--- config.mk ---
export PLATFORM = sky130hd
export DESIGN_NAME = auto_exposure_brightness_control
export DESIGN_NICKNAME = d
export VERILOG_FILES = /design/src/sv/aebc_pkg.sv /design/src/sv/aebc_lane.sv /design/src/sv/aebc_merge.sv /design/src/sv/aebc_expo.sv /design/src/sv/auto_exposure_brightness_control.sv
export SDC_FILE = /design/constraint.sdc
export NUM_CORES = 1
export LEC_CHECK = 0
export BUFFER_PORTS_ARGS = -buffer_cell sky130_fd_sc_hd__buf_4
export CORE_UTILIZATION = 35
export DETAILED_ROUTE_END_ITERATION = 8
export MAX_ROUTING_LAYER = met4
export PLACE_DENSITY = 0.61
export SLEW_MARGIN = 25
export SYNTH_ARGS = -nofsm -noshare
export SYNTH_HDL_FRONTEND = slang
export SYNTH_HIERARCHICAL = 1
export SYNTH_SLANG_ARGS = --single-unit
--- constraint.sdc ---
create_clock -name i_clk -period 4.9 [get_ports i_clk]
set_input_delay 0.49 -clock i_clk [delete_from_list [all_inputs] [get_ports i_clk]]
set_output_delay 0.49 -clock i_clk [all_outputs]
set_load 0.005 [all_outputs]
--- src/sv/aebc_pkg.sv ---
// shared types and constants of the auto exposure brightness control block
`timescale 1ns / 1ps

package aebc_pkg;

    // framebuffer word layout
    localparam int WORD_W       = 64;
    localparam int PIX_W        = 16;
    localparam int PIX_PER_WORD = 4;
    localparam int CHAN_W       = 5;

    // one pixel level is 0..186, one word level 0..744
    localparam int LEVEL_W      = 8;
    localparam int LEVEL_MAX    = 186;
    localparam int WORD_LVL_MAX = 744;
    localparam int WORD_LVL_W   = 10;

    // exposure is unsigned q8.8
    localparam int EXP_W = 16;

    // sample set length default
    localparam int SAMPLE_WORDS_DEF = 32;

    // register widths
    localparam int THR_W   = 8;
    localparam int STEP_W  = 8;
    localparam int SOFT_W  = 16;
    localparam int DECAY_W = 10;

    // register reset values
    localparam logic [THR_W-1:0]   HIGH_THR_RST   = 8'd132;
    localparam logic [THR_W-1:0]   LOW_THR_RST    = 8'd76;
    localparam logic [STEP_W-1:0]  EXP_STEP_RST   = 8'd10;
    localparam logic [SOFT_W-1:0]  SOFT_LIMIT_RST = 16'd2560;
    localparam logic [DECAY_W-1:0] DECAY_STEP_RST = 10'd64;
    localparam logic [EXP_W-1:0]   EXPOSURE_RST   = 16'd7680;

    // register indexes of the write channel
    typedef enum logic [2:0] {
        CFG_HIGH_THR   = 3'd0,
        CFG_LOW_THR    = 3'd1,
        CFG_EXP_STEP   = 3'd2,
        CFG_SOFT_LIMIT = 3'd3,
        CFG_DECAY_STEP = 3'd4
    } t_cfg_idx;

    // control registers as seen by the update stage
    typedef struct packed {
        logic [THR_W-1:0]   high_thr;
        logic [THR_W-1:0]   low_thr;
        logic [STEP_W-1:0]  exp_step;
        logic [SOFT_W-1:0]  soft_limit;
        logic [DECAY_W-1:0] decay_step;
    } t_cfg;

endpackage

--- src/sv/aebc_lane.sv ---
// one pixel lane: brightness level of an rgba5551 pixel
`timescale 1ns / 1ps

module aebc_lane (
    input  logic [aebc_pkg::PIX_W-1:0]   i_pixel,
    output logic [aebc_pkg::LEVEL_W-1:0] o_level
);

    logic [aebc_pkg::CHAN_W-1:0] red;
    logic [aebc_pkg::CHAN_W-1:0] green;
    logic [aebc_pkg::CHAN_W-1:0] blue;

    // channel fields, alpha bit dropped
    assign red   = i_pixel[15:11];
    assign green = i_pixel[10:6];
    assign blue  = i_pixel[5:1];

    // each channel counts twice its value
    assign o_level = {2'b00, red,   1'b0}
                   + {2'b00, green, 1'b0}
                   + {2'b00, blue,  1'b0};

endmodule

--- src/sv/aebc_merge.sv ---
// merging stage: sums the lane levels of a word and accumulates a sample set
`timescale 1ns / 1ps

module aebc_merge #(
    parameter int SAMPLE_WORDS = aebc_pkg::SAMPLE_WORDS_DEF,
    parameter int SUM_W        = 15
) (
    input  logic                         i_clk,
    input  logic                         i_rst_n,
    input  logic [aebc_pkg::LEVEL_W-1:0] i_lane_level [aebc_pkg::PIX_PER_WORD],
    input  logic                         i_valid,
    output logic                         o_ready,
    output logic                         o_total_valid,
    input  logic                         i_total_ready,
    output logic [SUM_W-1:0]             o_total
);

    localparam int CNT_W = $clog2(SAMPLE_WORDS + 1);
    localparam logic [CNT_W-1:0] CNT_LAST = CNT_W'(SAMPLE_WORDS - 1);

    logic [aebc_pkg::WORD_LVL_W-1:0] n_word_sum;
    logic [aebc_pkg::WORD_LVL_W-1:0] r_word_sum;
    logic                            r_word_valid;
    logic [SUM_W-1:0]                r_sum;
    logic [CNT_W-1:0]                r_count;
    logic [SUM_W-1:0]                r_total;
    logic                            r_total_valid;
    logic [SUM_W-1:0]                n_sum;
    logic                            word_last;
    logic                            word_fire;
    logic                            total_free;

    // adder tree over the lanes
    always_comb begin
        n_word_sum = (aebc_pkg::WORD_LVL_W'(i_lane_level[0])
                   + aebc_pkg::WORD_LVL_W'(i_lane_level[1]))
                   + (aebc_pkg::WORD_LVL_W'(i_lane_level[2])
                   + aebc_pkg::WORD_LVL_W'(i_lane_level[3]));
    end

    // a word that closes a set waits for room in the total register
    assign n_sum      = r_sum + SUM_W'(r_word_sum);
    assign word_last  = (r_count == CNT_LAST);
    assign total_free = !r_total_valid || i_total_ready;
    assign word_fire  = r_word_valid && (!word_last || total_free);
    assign o_ready    = !r_word_valid || word_fire;

    // handshake, count and running sum
    always_ff @(posedge i_clk) begin
        if (!i_rst_n) begin
            r_word_valid  <= 1'b0;
            r_total_valid <= 1'b0;
            r_count       <= '0;
            r_sum         <= '0;
        end else begin
            if (i_valid && o_ready) begin
                r_word_valid <= 1'b1;
            end else if (word_fire) begin
                r_word_valid <= 1'b0;
            end

            if (word_fire) begin
                if (word_last) begin
                    r_count <= '0;
                    r_sum   <= '0;
                end else begin
                    r_count <= r_count + CNT_W'(1);
                    r_sum   <= n_sum;
                end
            end

            if (word_fire && word_last) begin
                r_total_valid <= 1'b1;
            end else if (i_total_ready) begin
                r_total_valid <= 1'b0;
            end
        end
    end

    // payload registers
    always_ff @(posedge i_clk) begin
        if (i_valid && o_ready) begin
            r_word_sum <= n_word_sum;
        end
        if (word_fire && word_last) begin
            r_total <= n_sum;
        end
    end

    assign o_total_valid = r_total_valid;
    assign o_total       = r_total;

endmodule

--- src/sv/aebc_expo.sv ---
// average level by reciprocal multiply, exposure update and result register
`timescale 1ns / 1ps

module aebc_expo #(
    parameter int SAMPLE_WORDS = aebc_pkg::SAMPLE_WORDS_DEF,
    parameter int SUM_W        = 15
) (
    input  logic                       i_clk,
    input  logic                       i_rst_n,
    input  aebc_pkg::t_cfg             i_cfg,
    input  logic                       i_total_valid,
    output logic                       o_total_ready,
    input  logic [SUM_W-1:0]           i_total,
    output logic                       o_valid,
    input  logic                       i_ready,
    output logic [aebc_pkg::EXP_W-1:0] o_exposure,
    output logic [aebc_pkg::LEVEL_W-1:0] o_level
);

    // floor(total / divisor) == (total * recip) >> shift for any total below 2**SUM_W
    localparam longint unsigned DIVISOR = longint'(aebc_pkg::PIX_PER_WORD * SAMPLE_WORDS);
    localparam int              DIV_LOG = $clog2(aebc_pkg::PIX_PER_WORD * SAMPLE_WORDS);
    localparam int              SHIFT   = SUM_W + DIV_LOG;
    localparam int              RECIP_W = SUM_W + 1;
    localparam logic [RECIP_W-1:0] RECIP =
        RECIP_W'(((64'd1 << SHIFT) + DIVISOR - 64'd1) / DIVISOR);
    localparam int PROD_W = SUM_W + RECIP_W;
    localparam int E_W    = aebc_pkg::EXP_W + 2;
    localparam logic signed [E_W-1:0] E_MAX = {2'b00, {aebc_pkg::EXP_W{1'b1}}};

    logic                          r_prod_valid;
    logic [PROD_W-1:0]             r_prod;
    logic                          r_out_valid;
    logic [aebc_pkg::EXP_W-1:0]    r_exposure;
    logic [aebc_pkg::LEVEL_W-1:0]  r_level;
    logic [aebc_pkg::EXP_W-1:0]    n_exposure;
    logic [PROD_W-1:0]             prod_shift;
    logic [aebc_pkg::LEVEL_W-1:0]  level;
    logic                          out_free;
    logic                          prod_fire;
    logic signed [E_W-1:0]         exp_cur;
    logic signed [E_W-1:0]         step;
    logic signed [E_W-1:0]         soft_lim;
    logic signed [E_W-1:0]         decay;
    logic signed [E_W-1:0]         e_step;
    logic signed [E_W-1:0]         e_decay;

    assign out_free      = !r_out_valid || i_ready;
    assign o_total_ready = !r_prod_valid || out_free;
    assign prod_fire     = r_prod_valid && out_free;

    // quotient bits of the product
    assign prod_shift = r_prod >> SHIFT;
    assign level      = prod_shift[aebc_pkg::LEVEL_W-1:0];

    // threshold step, soft limit decay, then clamp to the q8.8 range
    always_comb begin
        exp_cur  = signed'({2'b00, r_exposure});
        step     = signed'(E_W'(i_cfg.exp_step));
        soft_lim = signed'(E_W'(i_cfg.soft_limit));
        decay    = signed'(E_W'(i_cfg.decay_step));

        if (level > i_cfg.high_thr) begin
            e_step = exp_cur - step;
        end else if (level < i_cfg.low_thr) begin
            e_step = exp_cur + step;
        end else begin
            e_step = exp_cur;
        end

        if (e_step > soft_lim) begin
            e_decay = e_step - decay;
        end else begin
            e_decay = e_step;
        end

        if (e_decay < 0) begin
            n_exposure = '0;
        end else if (e_decay > E_MAX) begin
            n_exposure = '1;
        end else begin
            n_exposure = e_decay[aebc_pkg::EXP_W-1:0];
        end
    end

    // stage valids and exposure state
    always_ff @(posedge i_clk) begin
        if (!i_rst_n) begin
            r_prod_valid <= 1'b0;
            r_out_valid  <= 1'b0;
            r_exposure   <= aebc_pkg::EXPOSURE_RST;
        end else begin
            if (i_total_valid && o_total_ready) begin
                r_prod_valid <= 1'b1;
            end else if (out_free) begin
                r_prod_valid <= 1'b0;
            end

            if (prod_fire) begin
                r_out_valid <= 1'b1;
                r_exposure  <= n_exposure;
            end else if (i_ready) begin
                r_out_valid <= 1'b0;
            end
        end
    end

    // payload registers
    always_ff @(posedge i_clk) begin
        if (i_total_valid && o_total_ready) begin
            r_prod <= PROD_W'(i_total) * PROD_W'(RECIP);
        end
        if (prod_fire) begin
            r_level <= level;
        end
    end

    assign o_valid    = r_out_valid;
    assign o_exposure = r_exposure;
    assign o_level    = r_level;

endmodule

--- src/sv/auto_exposure_brightness_control.sv ---
// top level of the auto exposure brightness control block
//
//   channel   direction  handshake                     payload
//   s_axis    in         s_axis_tvalid / s_axis_tready  s_axis_tdata[63:0] sample_word
//   m_axis    out        m_axis_tvalid / m_axis_tready  m_axis_tdata[23:0] exposure, level
//   cfg       in         i_cfg_valid / o_cfg_ready      i_cfg_index, i_cfg_data
//
// one word per cycle unless a word that closes a set is stalled; four pixel lanes and a word adder feed an accumulator
// a result follows each word that closes a sample set, registered through the stages below
// stages: word sum, set total, reciprocal multiply, exposure update into the result register
// a stalled result holds only words that close a set; others keep flowing
// synchronous active-low reset clears handshake state, counters and loads reset exposure
`timescale 1ns / 1ps

module auto_exposure_brightness_control #(
    parameter int SAMPLE_WORDS = aebc_pkg::SAMPLE_WORDS_DEF
) (
    input  logic        i_clk,
    input  logic        i_rst_n,
    // sample stream
    input  logic        s_axis_tvalid,
    output logic        s_axis_tready,
    input  logic [63:0] s_axis_tdata,   // [63:0] sample_word
    // result stream
    output logic        m_axis_tvalid,
    input  logic        m_axis_tready,
    output logic [23:0] m_axis_tdata,   // [15:0] exposure_value, [23:16] average_level
    // register writes
    input  logic        i_cfg_valid,
    output logic        o_cfg_ready,
    input  logic [2:0]  i_cfg_index,
    input  logic [15:0] i_cfg_data
);

    localparam int SUM_W = $clog2(aebc_pkg::WORD_LVL_MAX * SAMPLE_WORDS + 1);

    aebc_pkg::t_cfg               r_cfg;
    logic [aebc_pkg::LEVEL_W-1:0] lane_level [aebc_pkg::PIX_PER_WORD];
    logic                         total_valid;
    logic                         total_ready;
    logic [SUM_W-1:0]             total;
    logic [aebc_pkg::EXP_W-1:0]   exposure;
    logic [aebc_pkg::LEVEL_W-1:0] level;

    // register writes, masked to width
    assign o_cfg_ready = 1'b1;

    always_ff @(posedge i_clk) begin
        if (!i_rst_n) begin
            r_cfg.high_thr   <= aebc_pkg::HIGH_THR_RST;
            r_cfg.low_thr    <= aebc_pkg::LOW_THR_RST;
            r_cfg.exp_step   <= aebc_pkg::EXP_STEP_RST;
            r_cfg.soft_limit <= aebc_pkg::SOFT_LIMIT_RST;
            r_cfg.decay_step <= aebc_pkg::DECAY_STEP_RST;
        end else if (i_cfg_valid && o_cfg_ready) begin
            unique case (aebc_pkg::t_cfg_idx'(i_cfg_index))
                aebc_pkg::CFG_HIGH_THR:   r_cfg.high_thr   <= i_cfg_data[aebc_pkg::THR_W-1:0];
                aebc_pkg::CFG_LOW_THR:    r_cfg.low_thr    <= i_cfg_data[aebc_pkg::THR_W-1:0];
                aebc_pkg::CFG_EXP_STEP:   r_cfg.exp_step   <= i_cfg_data[aebc_pkg::STEP_W-1:0];
                aebc_pkg::CFG_SOFT_LIMIT: r_cfg.soft_limit <= i_cfg_data[aebc_pkg::SOFT_W-1:0];
                aebc_pkg::CFG_DECAY_STEP: r_cfg.decay_step <= i_cfg_data[aebc_pkg::DECAY_W-1:0];
                default: begin
                end
            endcase
        end
    end

    // pixel lanes
    for (genvar k = 0; k < aebc_pkg::PIX_PER_WORD; k++) begin : g_lane
        aebc_lane u_lane (
            .i_pixel (s_axis_tdata[k*aebc_pkg::PIX_W +: aebc_pkg::PIX_W]),
            .o_level (lane_level[k])
        );
    end

    // word sum and set accumulation
    aebc_merge #(
        .SAMPLE_WORDS (SAMPLE_WORDS),
        .SUM_W        (SUM_W)
    ) u_merge (
        .i_clk         (i_clk),
        .i_rst_n       (i_rst_n),
        .i_lane_level  (lane_level),
        .i_valid       (s_axis_tvalid),
        .o_ready       (s_axis_tready),
        .o_total_valid (total_valid),
        .i_total_ready (total_ready),
        .o_total       (total)
    );

    // average level and exposure update
    aebc_expo #(
        .SAMPLE_WORDS (SAMPLE_WORDS),
        .SUM_W        (SUM_W)
    ) u_expo (
        .i_clk         (i_clk),
        .i_rst_n       (i_rst_n),
        .i_cfg         (r_cfg),
        .i_total_valid (total_valid),
        .o_total_ready (total_ready),
        .i_total       (total),
        .o_valid       (m_axis_tvalid),
        .i_ready       (m_axis_tready),
        .o_exposure    (exposure),
        .o_level       (level)
    );

    assign m_axis_tdata = {level, exposure};

`ifndef SYNTHESIS
    // the average of pixel levels never exceeds one pixel's maximum
    a_level_range: assert property (@(posedge i_clk) disable iff (!i_rst_n)
        m_axis_tvalid |-> (m_axis_tdata[23:16] <= aebc_pkg::LEVEL_W'(aebc_pkg::LEVEL_MAX)))
        else $error("average level above pixel maximum");

    // the input side stalls only when a result is held back downstream
    a_stall_cause: assert property (@(posedge i_clk) disable iff (!i_rst_n)
        !s_axis_tready |-> (m_axis_tvalid && !m_axis_tready))
        else $error("input stalled without a blocked result");

    // a result appears only after a completed sample set total was presented to the update stage
    a_no_early_result: assert property (@(posedge i_clk) disable iff (!i_rst_n)
        $rose(m_axis_tvalid) |-> $past(total_valid, 2))
        else $error("result without a completed sample set");
`endif

endmodule
==> summary.txt <==
Root Buffer -> clkbuf_16
Core Area -> 27900 µm²
Uppermost layer routed -> met4
Slowest-stage cell, CP -> edfxtp_1
Worst-Skew Late Latency -> 420 ps
Period utilization -> 97.7%
CP endpoint kind -> flop
Drt initial violations -> 450
Hold Crit Start -> s_axis_tvalid
Cts bufs inserted -> 17
Clock Power Share -> 27.4%
Clock input transition at the sequential cells of the worst setup and hold paths -> 60 ps
CP Class -> flop to flop
Vias in the first global route -> 7756
Clock sinks -> 125
Mapped Cells -> 1077
Residual DRC -> 0
Area grow syn2layout -> 25.6%
Mapped Nets -> 1302
Worst r2r path cells -> 21
Crit. Startpoint -> u_expo/r_prod[23]
Final hold slack -> 328 ps
Final Hold Fails -> 0
Hold path cells -> 3
Share of cells above drive strength 1 -> 23.5%
Initial antenna violation count -> 0
Max_cap viols -> 0
Met3 wire length -> 698 µm
Fmax -> 0.209 GHz
Tmin final -> 4790 ps
Num ports -> 115
Final Power -> 0.00445 W
First-pass GRT wire length -> 38.3 mm
Die ar. -> 29100 µm²
Worst min path class -> input pin to flop
Pin count of the biggest net entering global routing -> 64
Arr. time, crit path -> 5090 ps
Die height -> 171 µm
Routability cong. -> 0.852
Register share of total power -> 28.6%
Slew of the pin with the lowest slew margin -> 919 ps
Routed vias/inst -> 4.98
Power Dens Cells -> 356 nW/µm²
Grt ovf -> 0
# rows -> 61
Leak -> 5.62 nW
Antenna viol nets, final -> 0
Final worst setup slack -> 112 ps
IO Port Bufs -> 109
Drt pass-1 iters -> 6
Crit path depth -> 21
Sw Share -> 35.2%
Sw Pwr -> 0.00157 W
Setup WS pre-CTS -> -68.4 ps
Outcome -> complete, no violations
Vias -> 8108
Slew Viols, Final -> 0
Number of buffers and inverters on the critical path -> 2
WL/cell -> 15.2 µm
CTS tree -> done
Peak supply drop -> 312 µV
Critical path cell sequence -> ha_4 -> nor2b_1 -> o211ai_1 -> a211o_1 -> and2_4 -> buf_8 -> buf_6 -> o22ai_2 -> mux2i_1 -> o21a_1 -> ha_4 -> nand4_1 -> o21bai_4 -> a21oi_2 -> o31ai_2 -> a21oi_2 -> nand3b_1 -> or4_4 -> o211a_4 -> and2_4 -> a221o_1
RSZ-0062 raised after global routing -> true
Gr usage total -> 17.3%
Relative slew slack -> 38.4%
Crit Path Max Fanout -> 5
Setup Viol. Count Final -> 0
Metal2 WL -> 13.1 mm
Htree depth -> 4
Synthesized area per cell -> 9.23 µm²
Die X -> 171 µm
Initial Util -> 35.7%
Netlist Area Pre-Place -> 9940 µm²
Fin nets -> 1463
Worst Skew -> 9.98 ps
Internal Power -> 0.00288 W
CP required -> 5200 ps
Synth warnings -> 6
Comb pwr share -> 44.0%
DRT Wirelength -> 24.8 mm
Dpl hpwl -> 19.1 mm
CP delay by family, top -> compound AO/OA/AOI/OAI gates
Longest Clk Path Bufs -> 2
RR Startpoint -> u_expo/r_prod[23]
Ant. Diodes -> 0
Largest stage delay, worst path -> 480 ps
Setup crit start kind -> flop
DRT met1 WL -> 10.7 mm
-- routing by layer --
metal	track usage, %	vias to the layer above
li1	-	4040
met1	19.8	3899
met2	31.5	151
met3	2.71	18
met4	4.31	0
met5	-	-
-- power groups by stage --
| stage | Clock, W | Combinational, W | Sequential (W) |
|---|---|---|---|
| floorplan | 0 | 0.00153 | 0.00128 |
| global placement | 0 | 0.00190 | 0.00130 |
| detailed placement | 0 | 0.00193 | 0.00130 |
| CTS | 0.00124 | 0.00194 | 0.00128 |
| global route | 0.00129 | 0.00221 | 0.00128 |
| finish | 0.00122 | 0.00196 | 0.00127 |
-- cells in the final DEF, fill, tap and decap left out, types with 21 or more instances in the layout --
master	instances
nor2_1	34
fa_1	43
a21o_1	21
ha_1	85
mux2i_1	56
xor2_1	26
dfxtp_1	90
xnor2_1	22
o21ai_0	27
buf_4	171
nand2_1	101
inv_1	150
a21oi_1	32
nor2b_1	37
edfxtp_1	34
-- state kept, by name, indices dropped and copies added (netlist names) --
signal,flops
u_expo/o_exposure,16
u_merge/r_sum,15
u_merge/r_word_sum,10
r_cfg,50
u_expo/r_prod_valid,1
u_expo/r_prod,8
u_merge/o_total,8
u_merge/r_count,6
u_merge/r_word_valid,1
u_expo/o_valid,1
u_merge/o_total_valid,1
u_expo/o_level,8
-- layout make-up --
cell class | instances | area [µm²]
Timing Repair Buffer | 180 | 1410
Clock inverter | 11 | 121
Fill cell | 2666 | 15400
Inverter | 150 | 563
Clock buffer | 21 | 450
Multi-Input combinational cell | 764 | 6630
Tap cell | 378 | 473
Sequential cell | 125 | 2840
-- worst reg2reg max path, stage by stage (launching register included) --
cell	delay [ps]
edfxtp_1	480
ha_4	310
nor2b_1	110
o211ai_1	140
a211o_1	350
and2_4	210
buf_8	130
buf_6	110
o22ai_2	80
mux2i_1	100
o21a_1	180
ha_4	290
nand4_1	130
o21bai_4	220
a21oi_2	140
o31ai_2	90
a21oi_2	250
nand3b_1	120
or4_4	450
o211a_4	270
and2_4	190
a221o_1	310
-- per-stage QoR --
stage | TNS (ps) | utilization, % | instance area, µm² | instances
final | 0 | 44.8 | 12500 | 1629
after global routing | -1040 | 44.8 | 12500 | 1629
after CTS | 0 | 43.1 | 12000 | 1609
after detailed placement | -780 | 41.0 | 11400 | 1577
after global placement | -3.34 | 41.0 | 11400 | 1577
after floorplan | 0 | - | 9940 | 1077
-- timing repair --
item / 4_1_cts / 5_1_grt
setup buffers: 0 / 17
gates resized for setup: 5 / 56
setup endpoints to repair: 16 / 16
cloned: 0 / 4
hold buffers: 0 / 0
pin swaps: 1 / 16
-- path summary, 6_finish.rpt --
| kind | to | slack, ps |
|---|---|---|
| max reg2reg | u_expo/o_exposure[5] | 110 |
| min | u_merge/r_word_valid | 330 |
| min reg2reg | u_expo/r_prod[26] | 420 |
| max | u_expo/o_exposure[5] | 110 |
No activity file was read; power rests on OpenSTA's default activity.
